<file path="src/rtl/arrival_speed_profile_limiter_core_macros.svh">
// Assertion macros for the arrival speed profile limiter.
`ifndef ARRIVAL_SPEED_PROFILE_LIMITER_CORE_MACROS_SVH
`define ARRIVAL_SPEED_PROFILE_LIMITER_CORE_MACROS_SVH

`ifndef NO_ASSERTIONS

// check cons in the same cycle as ante
`define ASPL_ASSERT_NOW(lbl, clk_s, rst_s, ante, cons, msg) \
  lbl: assert property (@(posedge clk_s) disable iff (rst_s) (ante) |-> (cons)) \
    else $error(msg);

// check cons in the cycle after ante
`define ASPL_ASSERT_NEXT(lbl, clk_s, rst_s, ante, cons, msg) \
  lbl: assert property (@(posedge clk_s) disable iff (rst_s) (ante) |=> (cons)) \
    else $error(msg);

`else

`define ASPL_ASSERT_NOW(lbl, clk_s, rst_s, ante, cons, msg)
`define ASPL_ASSERT_NEXT(lbl, clk_s, rst_s, ante, cons, msg)

`endif

`endif

</file>
<file path="src/rtl/aspl_pkg.sv">
// Types, constants and codes shared by the arrival speed profile limiter.
`default_nettype none

package aspl_pkg;

  localparam int RATE_HZ   = 10;
  localparam int ACC_FAST  = 650;
  localparam int DEC_FAST  = 450;
  localparam int ACC_SLOW  = 350;
  localparam int DEC_SLOW  = 350;

  localparam logic [12:0] ARRIVAL_THRESHOLD = 13'd10;

  localparam logic [15:0] EXTRA_BIAS_FAST = 16'((ACC_FAST + DEC_FAST) / (2 * RATE_HZ));
  localparam logic [15:0] EXTRA_BIAS_SLOW = 16'((ACC_SLOW + DEC_SLOW) / (2 * RATE_HZ));
  localparam logic [14:0] DEC_STEP_FAST   = 15'(DEC_FAST / RATE_HZ);
  localparam logic [14:0] DEC_STEP_SLOW   = 15'(DEC_SLOW / RATE_HZ);
  localparam logic [14:0] ACC_STEP_FAST   = 15'(ACC_FAST / RATE_HZ);
  localparam logic [14:0] ACC_STEP_SLOW   = 15'(ACC_SLOW / RATE_HZ);

  localparam int          DIV10_SHIFT = 19;
  localparam logic [15:0] DIV10_RECIP =
    16'(((64'd1 << DIV10_SHIFT) + 64'(RATE_HZ) - 64'd1) / 64'(RATE_HZ));

  localparam int          DSTOP_SHIFT = 36;
  localparam logic [26:0] DSTOP_RECIP_FAST =
    27'(((64'd1 << DSTOP_SHIFT) + 64'(2 * DEC_FAST) - 64'd1) / 64'(2 * DEC_FAST));
  localparam logic [26:0] DSTOP_RECIP_SLOW =
    27'(((64'd1 << DSTOP_SHIFT) + 64'(2 * DEC_SLOW) - 64'd1) / 64'(2 * DEC_SLOW));

  typedef enum logic [0:0] {
    CFG_MAX_LINEAR_SPEED = 1'b0,
    CFG_ARRIVAL_SPEED    = 1'b1
  } cfg_index_t;

  typedef enum logic [1:0] {
    ACT_DECEL  = 2'd0,
    ACT_BRAKE  = 2'd1,
    ACT_ACCEL  = 2'd2,
    ACT_CRUISE = 2'd3
  } action_t;

  typedef struct packed {
    logic signed [13:0] measured_speed;
    logic [16:0]        goal_distance;
    logic [15:0]        reach_offset;
  } in_t;

  typedef struct packed {
    logic signed [13:0] speed_order;
    action_t            action;
  } out_t;

  typedef struct packed {
    logic               fast;
    logic signed [13:0] v;
    logic signed [17:0] rem;
    logic [12:0]        d;
    logic [14:0]        xa;
    logic               xneg;
    logic [13:0]        va;
    logic               vneg;
  } prep_t;

  typedef struct packed {
    logic               fast;
    logic signed [13:0] v;
    logic signed [17:0] rem;
    logic [16:0]        dstop;
    logic signed [12:0] extra;
    logic signed [11:0] v10;
  } mult_t;

endpackage

`default_nettype wire

</file>
<file path="src/rtl/aspl_prep.sv">
// Operand stage: speed excess, remaining distance and magnitudes for division.
`default_nettype none

module aspl_prep (
  input  logic           clk,
  input  logic           rst,
  input  logic           in_valid,
  output logic           in_ready,
  input  aspl_pkg::in_t  in_data,
  input  logic [12:0]    arrival_speed,
  output logic           out_valid,
  input  logic           out_ready,
  output aspl_pkg::prep_t out_data
);

  logic            valid;
  aspl_pkg::prep_t data;
  aspl_pkg::prep_t data_next;

  logic signed [14:0] diff;
  logic signed [15:0] x;
  logic signed [15:0] xabs;
  logic signed [14:0] vext;
  logic signed [14:0] vabs;

  assign in_ready  = !valid || out_ready;
  assign out_valid = valid;
  assign out_data  = data;

  always_comb begin
    data_next.fast = arrival_speed > aspl_pkg::ARRIVAL_THRESHOLD;
    data_next.v    = in_data.measured_speed;
    diff = {in_data.measured_speed[13], in_data.measured_speed} - {2'b00, arrival_speed};
    if (diff > 15'sd0) begin
      data_next.d = diff[12:0];
    end else begin
      data_next.d = 13'd0;
    end
    data_next.rem = {1'b0, in_data.goal_distance} - {2'b00, in_data.reach_offset};
    x = {in_data.measured_speed[13], in_data.measured_speed, 1'b0}
      + (data_next.fast ? aspl_pkg::EXTRA_BIAS_FAST : aspl_pkg::EXTRA_BIAS_SLOW);
    data_next.xneg = x[15];
    xabs = x[15] ? -x : x;
    data_next.xa = xabs[14:0];
    vext = {in_data.measured_speed[13], in_data.measured_speed};
    data_next.vneg = vext[14];
    vabs = vext[14] ? -vext : vext;
    data_next.va = vabs[13:0];
  end

  always_ff @(posedge clk) begin
    if (rst) begin
      valid <= 1'b0;
    end else if (in_ready) begin
      valid <= in_valid;
    end
  end

  always_ff @(posedge clk) begin
    if (in_ready && in_valid) begin
      data <= data_next;
    end
  end

endmodule

`default_nettype wire

</file>
<file path="src/rtl/aspl_mult.sv">
// Multiply stages: square of the speed excess and reciprocal divisions.
`default_nettype none

module aspl_mult (
  input  logic            clk,
  input  logic            rst,
  input  logic            in_valid,
  output logic            in_ready,
  input  aspl_pkg::prep_t in_data,
  output logic            out_valid,
  input  logic            out_ready,
  output aspl_pkg::mult_t out_data
);

  typedef struct packed {
    logic               fast;
    logic signed [13:0] v;
    logic signed [17:0] rem;
    logic [25:0]        sq;
    logic [11:0]        xq;
    logic               xneg;
    logic [10:0]        vq;
    logic               vneg;
  } square_t;

  logic            sq_valid;
  logic            sq_ready;
  square_t         sq_data;
  square_t         sq_next;
  logic [30:0]     xprod;
  logic [29:0]     vprod;

  logic            md_valid;
  aspl_pkg::mult_t md_data;
  aspl_pkg::mult_t md_next;
  logic [26:0]     recip;
  logic [52:0]     dprod;
  logic signed [12:0] xq_s;
  logic signed [11:0] vq_s;

  assign in_ready  = !sq_valid || sq_ready;
  assign sq_ready  = !md_valid || out_ready;
  assign out_valid = md_valid;
  assign out_data  = md_data;

  always_comb begin
    sq_next.fast = in_data.fast;
    sq_next.v    = in_data.v;
    sq_next.rem  = in_data.rem;
    sq_next.sq   = 26'(in_data.d) * 26'(in_data.d);
    xprod        = 31'(in_data.xa) * 31'(aspl_pkg::DIV10_RECIP);
    vprod        = 30'(in_data.va) * 30'(aspl_pkg::DIV10_RECIP);
    sq_next.xq   = xprod[aspl_pkg::DIV10_SHIFT +: 12];
    sq_next.xneg = in_data.xneg;
    sq_next.vq   = vprod[aspl_pkg::DIV10_SHIFT +: 11];
    sq_next.vneg = in_data.vneg;
  end

  always_comb begin
    recip = sq_data.fast ? aspl_pkg::DSTOP_RECIP_FAST : aspl_pkg::DSTOP_RECIP_SLOW;
    dprod = 53'(sq_data.sq) * 53'(recip);
    xq_s  = {1'b0, sq_data.xq};
    vq_s  = {1'b0, sq_data.vq};
    md_next.fast  = sq_data.fast;
    md_next.v     = sq_data.v;
    md_next.rem   = sq_data.rem;
    md_next.dstop = dprod[aspl_pkg::DSTOP_SHIFT +: 17];
    md_next.extra = sq_data.xneg ? -xq_s : xq_s;
    md_next.v10   = sq_data.vneg ? -vq_s : vq_s;
  end

  always_ff @(posedge clk) begin
    if (rst) begin
      sq_valid <= 1'b0;
      md_valid <= 1'b0;
    end else begin
      if (in_ready) begin
        sq_valid <= in_valid;
      end
      if (sq_ready) begin
        md_valid <= sq_valid;
      end
    end
  end

  always_ff @(posedge clk) begin
    if (in_ready && in_valid) begin
      sq_data <= sq_next;
    end
    if (sq_ready && sq_valid) begin
      md_data <= md_next;
    end
  end

endmodule

`default_nettype wire

</file>
<file path="src/rtl/aspl_decide.sv">
// Decision and clamp stages: pick the action, step the speed, limit the order.
`default_nettype none

module aspl_decide (
  input  logic            clk,
  input  logic            rst,
  input  logic            in_valid,
  output logic            in_ready,
  input  aspl_pkg::mult_t in_data,
  input  logic [12:0]     max_linear_speed,
  output logic            out_valid,
  input  logic            out_ready,
  output aspl_pkg::out_t  out_data
);

  logic               dc_valid;
  logic               dc_ready;
  logic signed [14:0] dc_order;
  logic signed [14:0] order_next;
  aspl_pkg::action_t  dc_action;
  aspl_pkg::action_t  action_next;

  logic signed [18:0] rem_x;
  logic signed [18:0] dstop_x;
  logic signed [18:0] v10_x;
  logic signed [18:0] reach_x;
  logic signed [14:0] v_x;

  logic               cl_valid;
  aspl_pkg::out_t     cl_data;
  aspl_pkg::out_t     cl_next;
  logic signed [14:0] vmax_x;
  logic signed [14:0] clamped;

  assign in_ready  = !dc_valid || dc_ready;
  assign dc_ready  = !cl_valid || out_ready;
  assign out_valid = cl_valid;
  assign out_data  = cl_data;

  always_comb begin
    rem_x   = {in_data.rem[17], in_data.rem};
    dstop_x = {2'b00, in_data.dstop};
    v10_x   = {{7{in_data.v10[11]}}, in_data.v10};
    reach_x = dstop_x + {{6{in_data.extra[12]}}, in_data.extra};
    v_x     = {in_data.v[13], in_data.v};
    if (rem_x < dstop_x) begin
      action_next = aspl_pkg::ACT_DECEL;
      order_next  = v_x - (in_data.fast ? aspl_pkg::DEC_STEP_FAST : aspl_pkg::DEC_STEP_SLOW);
    end else if (rem_x < v10_x) begin
      action_next = aspl_pkg::ACT_BRAKE;
      order_next  = 15'sd0;
    end else if (rem_x > reach_x) begin
      action_next = aspl_pkg::ACT_ACCEL;
      order_next  = v_x + (in_data.fast ? aspl_pkg::ACC_STEP_FAST : aspl_pkg::ACC_STEP_SLOW);
    end else begin
      action_next = aspl_pkg::ACT_CRUISE;
      order_next  = v_x;
    end
  end

  always_comb begin
    vmax_x = {2'b00, max_linear_speed};
    if (dc_order < -vmax_x) begin
      clamped = -vmax_x;
    end else if (dc_order > vmax_x) begin
      clamped = vmax_x;
    end else begin
      clamped = dc_order;
    end
    cl_next.speed_order = clamped[13:0];
    cl_next.action      = dc_action;
  end

  always_ff @(posedge clk) begin
    if (rst) begin
      dc_valid <= 1'b0;
      cl_valid <= 1'b0;
    end else begin
      if (in_ready) begin
        dc_valid <= in_valid;
      end
      if (dc_ready) begin
        cl_valid <= dc_valid;
      end
    end
  end

  always_ff @(posedge clk) begin
    if (in_ready && in_valid) begin
      dc_order  <= order_next;
      dc_action <= action_next;
    end
    if (dc_ready && dc_valid) begin
      cl_data <= cl_next;
    end
  end

endmodule

`default_nettype wire

</file>
<file path="src/rtl/arrival_speed_profile_limiter_core.sv">
// Top level of the arrival speed profile limiter: config registers and pipeline.
//
// Usage:
//   Each request on in_data carries measured speed, goal distance and reach
//   offset; each one gives exactly one result on out_data: the clamped speed
//   order and the action code (decelerate, emergency brake, accelerate, cruise).
//   Both channels are valid/ready. cfg_we writes max_linear_speed (index 0)
//   or arrival_speed (index 1) from cfg_wdata; write only while no request
//   is in flight.
//   A request accepted on in_data shows on out_valid after passing through
//   five register stages: operand stage, square and divide-by-ten multiplies,
//   stopping-distance reciprocal multiply, decision, and clamp into the output
//   register. Throughput is one request per cycle while out_ready stays high.
//   Every stage holds its own valid bit and fills empty slots while the
//   output stalls; in_ready drops only when all five stages are full and
//   out_ready is low. Nothing is lost or repeated across a stall.
//   Reset empties the pipeline and clears both registers to 0.
`default_nettype none

`include "arrival_speed_profile_limiter_core_macros.svh"

module arrival_speed_profile_limiter_core (
  input  logic           clk,
  input  logic           rst,
  input  logic           in_valid,
  output logic           in_ready,
  input  aspl_pkg::in_t  in_data,
  output logic           out_valid,
  input  logic           out_ready,
  output aspl_pkg::out_t out_data,
  input  logic           cfg_we,
  input  logic [0:0]     cfg_addr,
  input  logic [12:0]    cfg_wdata
);

  logic [12:0] max_linear_speed;
  logic [12:0] arrival_speed;

  logic            prep_valid;
  logic            prep_ready;
  aspl_pkg::prep_t prep_data;
  logic            mult_valid;
  logic            mult_ready;
  aspl_pkg::mult_t mult_data;

  always_ff @(posedge clk) begin
    if (rst) begin
      max_linear_speed <= 13'd0;
      arrival_speed    <= 13'd0;
    end else if (cfg_we) begin
      case (aspl_pkg::cfg_index_t'(cfg_addr))
        aspl_pkg::CFG_MAX_LINEAR_SPEED: max_linear_speed <= cfg_wdata;
        aspl_pkg::CFG_ARRIVAL_SPEED:    arrival_speed    <= cfg_wdata;
        default: ;
      endcase
    end
  end

  aspl_prep u_prep (
    .clk           (clk),
    .rst           (rst),
    .in_valid      (in_valid),
    .in_ready      (in_ready),
    .in_data       (in_data),
    .arrival_speed (arrival_speed),
    .out_valid     (prep_valid),
    .out_ready     (prep_ready),
    .out_data      (prep_data)
  );

  aspl_mult u_mult (
    .clk       (clk),
    .rst       (rst),
    .in_valid  (prep_valid),
    .in_ready  (prep_ready),
    .in_data   (prep_data),
    .out_valid (mult_valid),
    .out_ready (mult_ready),
    .out_data  (mult_data)
  );

  aspl_decide u_decide (
    .clk              (clk),
    .rst              (rst),
    .in_valid         (mult_valid),
    .in_ready         (mult_ready),
    .in_data          (mult_data),
    .max_linear_speed (max_linear_speed),
    .out_valid        (out_valid),
    .out_ready        (out_ready),
    .out_data         (out_data)
  );

  `ASPL_ASSERT_NOW(a_brake_zero, clk, rst, out_valid && out_data.action == aspl_pkg::ACT_BRAKE, out_data.speed_order == 14'sd0, "brake result with nonzero order")
  `ASPL_ASSERT_NOW(a_clamp, clk, rst, out_valid, ($signed(out_data.speed_order) <= $signed({1'b0, max_linear_speed})) && ($signed(out_data.speed_order) >= -$signed({1'b0, max_linear_speed})), "order outside speed limit")
  `ASPL_ASSERT_NOW(a_stall_only, clk, rst, !in_ready, out_valid && !out_ready, "input held off without output stall")

endmodule

`default_nettype wire

</file>
<file path="config.mk">
export PLATFORM = sky130hd
export DESIGN_NAME = arrival_speed_profile_limiter_core
export DESIGN_NICKNAME = d
export VERILOG_FILES = /design/src/rtl/aspl_pkg.sv /design/src/rtl/aspl_prep.sv /design/src/rtl/aspl_mult.sv /design/src/rtl/aspl_decide.sv /design/src/rtl/arrival_speed_profile_limiter_core.sv
export VERILOG_INCLUDE_DIRS = /design/src /design/src/rtl
export SDC_FILE = /design/constraint.sdc
export NUM_CORES = 2
export LEC_CHECK = 0
export ABC_AREA = 0
export BUFFER_PORTS_ARGS = -buffer_cell sky130_fd_sc_hd__buf_2
export CORE_MARGIN = 4
export CORE_UTILIZATION = 45
export DETAILED_ROUTE_END_ITERATION = 10
export PLACE_DENSITY = 0.69
export SYNTH_ARGS = -nofsm -noshare
export SYNTH_HDL_FRONTEND = slang
export SYNTH_SLANG_ARGS = --single-unit
</file>
<file path="constraint.sdc">
create_clock -name clk -period 7.8 [get_ports clk]
set_clock_uncertainty 0.2 [all_clocks]
set_input_delay 0.39 -clock clk [delete_from_list [all_inputs] [get_ports clk]]
set_output_delay 0.39 -clock clk [all_outputs]
set_load 0.01 [all_outputs]
</file>
==> run metrics <==
status=finished clean; sequential area share after synthesis=0.200; Initial Util=0.455; Slowest Stage Delay on Critical Path=0.58 ns; most frequent cells in the layout=inv_1, ha_1, fa_1; via count=28500; fraction of registers with async set/reset=0; Die ar.=99900 sq um; crit path max fanout=15; Layout Nets=5690; number of flops mapped to enable cells by yosys=264; GPL Wtd Cong=0.970; CTS tree=yes; H-tree depth=1; top_reg_cell synth=edfxtp_1; Yosys reg bits=295; total of max-cap violations=0; utilization after layout=0.497; Area Overhead vs Synth=9.16%; post-route design area=46600 sq um; IO Port Bufs=83; final wirelength=96600 microns; core outline area=93700 sq um; ant diodes=0; Hold Path Class=in -> reg; synthesized area=42700 sq um; row cnt=112; setup violators final=0; Startpoint Class=flip-flop; CP Capture Type=flip-flop; die width=316 microns; CTS Buf Count=31; Area after DPL=45100 sq um; max-slew violations=0; number of iterations in the first detailed-routing pass=6; worst reg2reg path depth=24; clk sinks=295; CP dominant cell by count=fa_1; crit path max-delay cell type=fa_1; clock-pin slew on the worst setup and hold paths=0.06 ns; DR iter-0 viols=1661; DP Wirelength=84100 microns; largest net degree at the start of global routing=69; Root Buffer=clkbuf_16; WL/cell=17.3 microns; antenna-violating nets left=0; worst setup margin=0.275 ns; final hold violation count=0; period utilization=0.965; hold depth=3; fmax=0.133 GHz; initial antenna violation count=0; GRT overflow=0; Die Height=316 microns; GR Util All Layers=0.199; Syn Inst Count=4130; fill cell count=8412; Skew-Pair Late Insertion Delay=0.59 ns; setup TNS=0 ns; WP data arrival=7.65 ns; CP required=7.93 ns; layout cells sized above 1=0.0632; most common cell after layout, fill and taps aside=inv_1; Final min period=7.52 ns; pre-CTS setup slack=-0.0147 ns; CP Cell Sequence=buf_4 > buf_4 > buf_4 > and2_2 > fa_2 > fa_1 > inv_1 > fa_1 > fa_1 > fa_1 > inv_1 > fa_1 > inv_1 > fa_1 > inv_1 > ha_1 > a21oi_1 > o21a_1 > o221ai_1 > a211oi_2 > o21ai_0 > o31ai_2 > o21ai_0 > xor2_1; DRC=0; IO Pins=84; DR vias/cell=5.12; post-synth cell types=74; Slew HR=0.186; WS Path Type=reg -> reg; Synth Area per Inst=10.3 sq um; CTS max path bufs=3; Ys Warns=0; Worst Tran Pin Value=1.22 ns; vias in the first global route=30400; first-pass GRT wire length=159000 microns
## kinds of logic (layout without fill, tap and decap cells)
logic type | Yosys count | after routing | synth area share
xor gates and xnor gates | 171 | 171 | 0.0351
muxes | 5 | 5 | 0.00120
and+or+nand+nor | 714 | 714 | 0.0834
other | 2 | 8 | 0.000176
buffers and inverters | 1109 | 1292 | 0.0977
AOI/OAI and AO/OA | 504 | 504 | 0.0778
adders and majority gates | 1330 | 1330 | 0.504
DFF | 295 | 295 | 0.200
## sequential cells by signal, summed over array words and instances (netlist names)
register            flops
arrival_speed          13
max_linear_speed       13
u_decide.dc_action      2
u_decide.dc_order      15
u_decide.dc_valid       1
u_decide.out_data      16
u_decide.out_valid      1
u_mult.md_next         32
u_mult.out_data        75
u_mult.out_valid        1
u_mult.sq_data         50
u_mult.sq_valid         1
u_prep.out_data        74
u_prep.out_valid        1
## synthesized netlist by cell type (7+ instances only)
library cell | n | share of area
ha_1 | 678 | 0.20
o31ai_1 | 13 | 0.0023
and3_1 | 27 | 0.0040
nand4_1 | 22 | 0.0032
o211ai_1 | 23 | 0.0040
clkbuf_1 | 48 | 0.0042
nand3_1 | 43 | 0.0050
a31oi_1 | 20 | 0.0029
dfxtp_1 | 31 | 0.015
and2_1 | 67 | 0.0098
inv_1 | 1053 | 0.093
a221oi_1 | 11 | 0.0023
or3_4 | 8 | 0.0021
o21a_1 | 22 | 0.0039
o41ai_1 | 10 | 0.0021
or2_2 | 19 | 0.0028
o21ai_0 | 99 | 0.012
a21o_1 | 48 | 0.0084
o21bai_1 | 17 | 0.0030
a211oi_1 | 26 | 0.0046
o2111ai_1 | 7 | 0.0014
a211o_1 | 12 | 0.0025
edfxtp_1 | 264 | 0.19
nand2b_1 | 42 | 0.0062
or3_1 | 23 | 0.0034
xor2_1 | 58 | 0.012
nand2_1 | 206 | 0.018
nor2b_1 | 33 | 0.0048
nor3_1 | 48 | 0.0056
nor4_1 | 10 | 0.0015
fa_1 | 652 | 0.31
nor2_1 | 145 | 0.013
a21oi_1 | 134 | 0.016
buf_1 | 7 | 0.00062
xnor2_1 | 113 | 0.023
## per-layer routing
layer  global-route usage  up-vias  wire length (microns)  part of all wire
met5                    0        -                      0                 0
met4               0.0499        0                   2750             0.028
met3               0.0230      151                   4970             0.051
met2                0.344      680                  47100              0.49
met1                0.269    14100                  41800              0.43
li1                     -    13700                      -                 -
## path summary, 6_finish.rpt
kind	slack [ns]	end	from
max	0.28	u_mult.out_data[34]	u_mult.md_next[74]
min	0.03	u_prep.out_data[44]	in_data[0]
max reg2reg	0.28	u_mult.out_data[34]	u_mult.md_next[74]
min reg2reg	0.22	u_mult.md_next[64]	u_prep.out_data[66]
## through the flow
step	cells	hold slack [ns]
final	5573	0.0271
after global routing	5573	0.0316
after CTS	5572	0.00474
after detailed placement	5486	0.205
after global placement	5486	0.201
after floorplan	4136	0.200
## worst max-delay path, delay by kind of cell (launching register included)
| family | cells | cell delay (ns) |
|---|---|---|
| compound gates | 7 | 1.67 |
| xor+xnor | 1 | 0.16 |
| fa+ha+maj | 8 | 3.92 |
| buf+inv | 7 | 0.74 |
| flops | 1 | 0.37 |
| simple gates | 1 | 0.21 |
## area by class of cell
cell class | instances | area (sq um) | share of cell area
clock inverter | 24 | 365 | 0.00784
inverter | 1053 | 3960 | 0.0850
sequential | 295 | 8550 | 0.183
tap | 1254 | 1570 | 0.0337
clock buffer | 34 | 787 | 0.0169
multi-input combinational | 2732 | 30100 | 0.647
timing repair buffer | 181 | 1230 | 0.0265
## timing repair
action	CTS	global route
hold buffers	28	0
pin swaps	0	2
setup endpoints to repair	3	11
cloned	0	0
resized for setup	2	26
endpoints found under the hold margin	42	0
buffers inserted	0	1
Power is not shown: default switching activity piles up to over one toggle a cycle in this logic, so the estimate is an artifact.
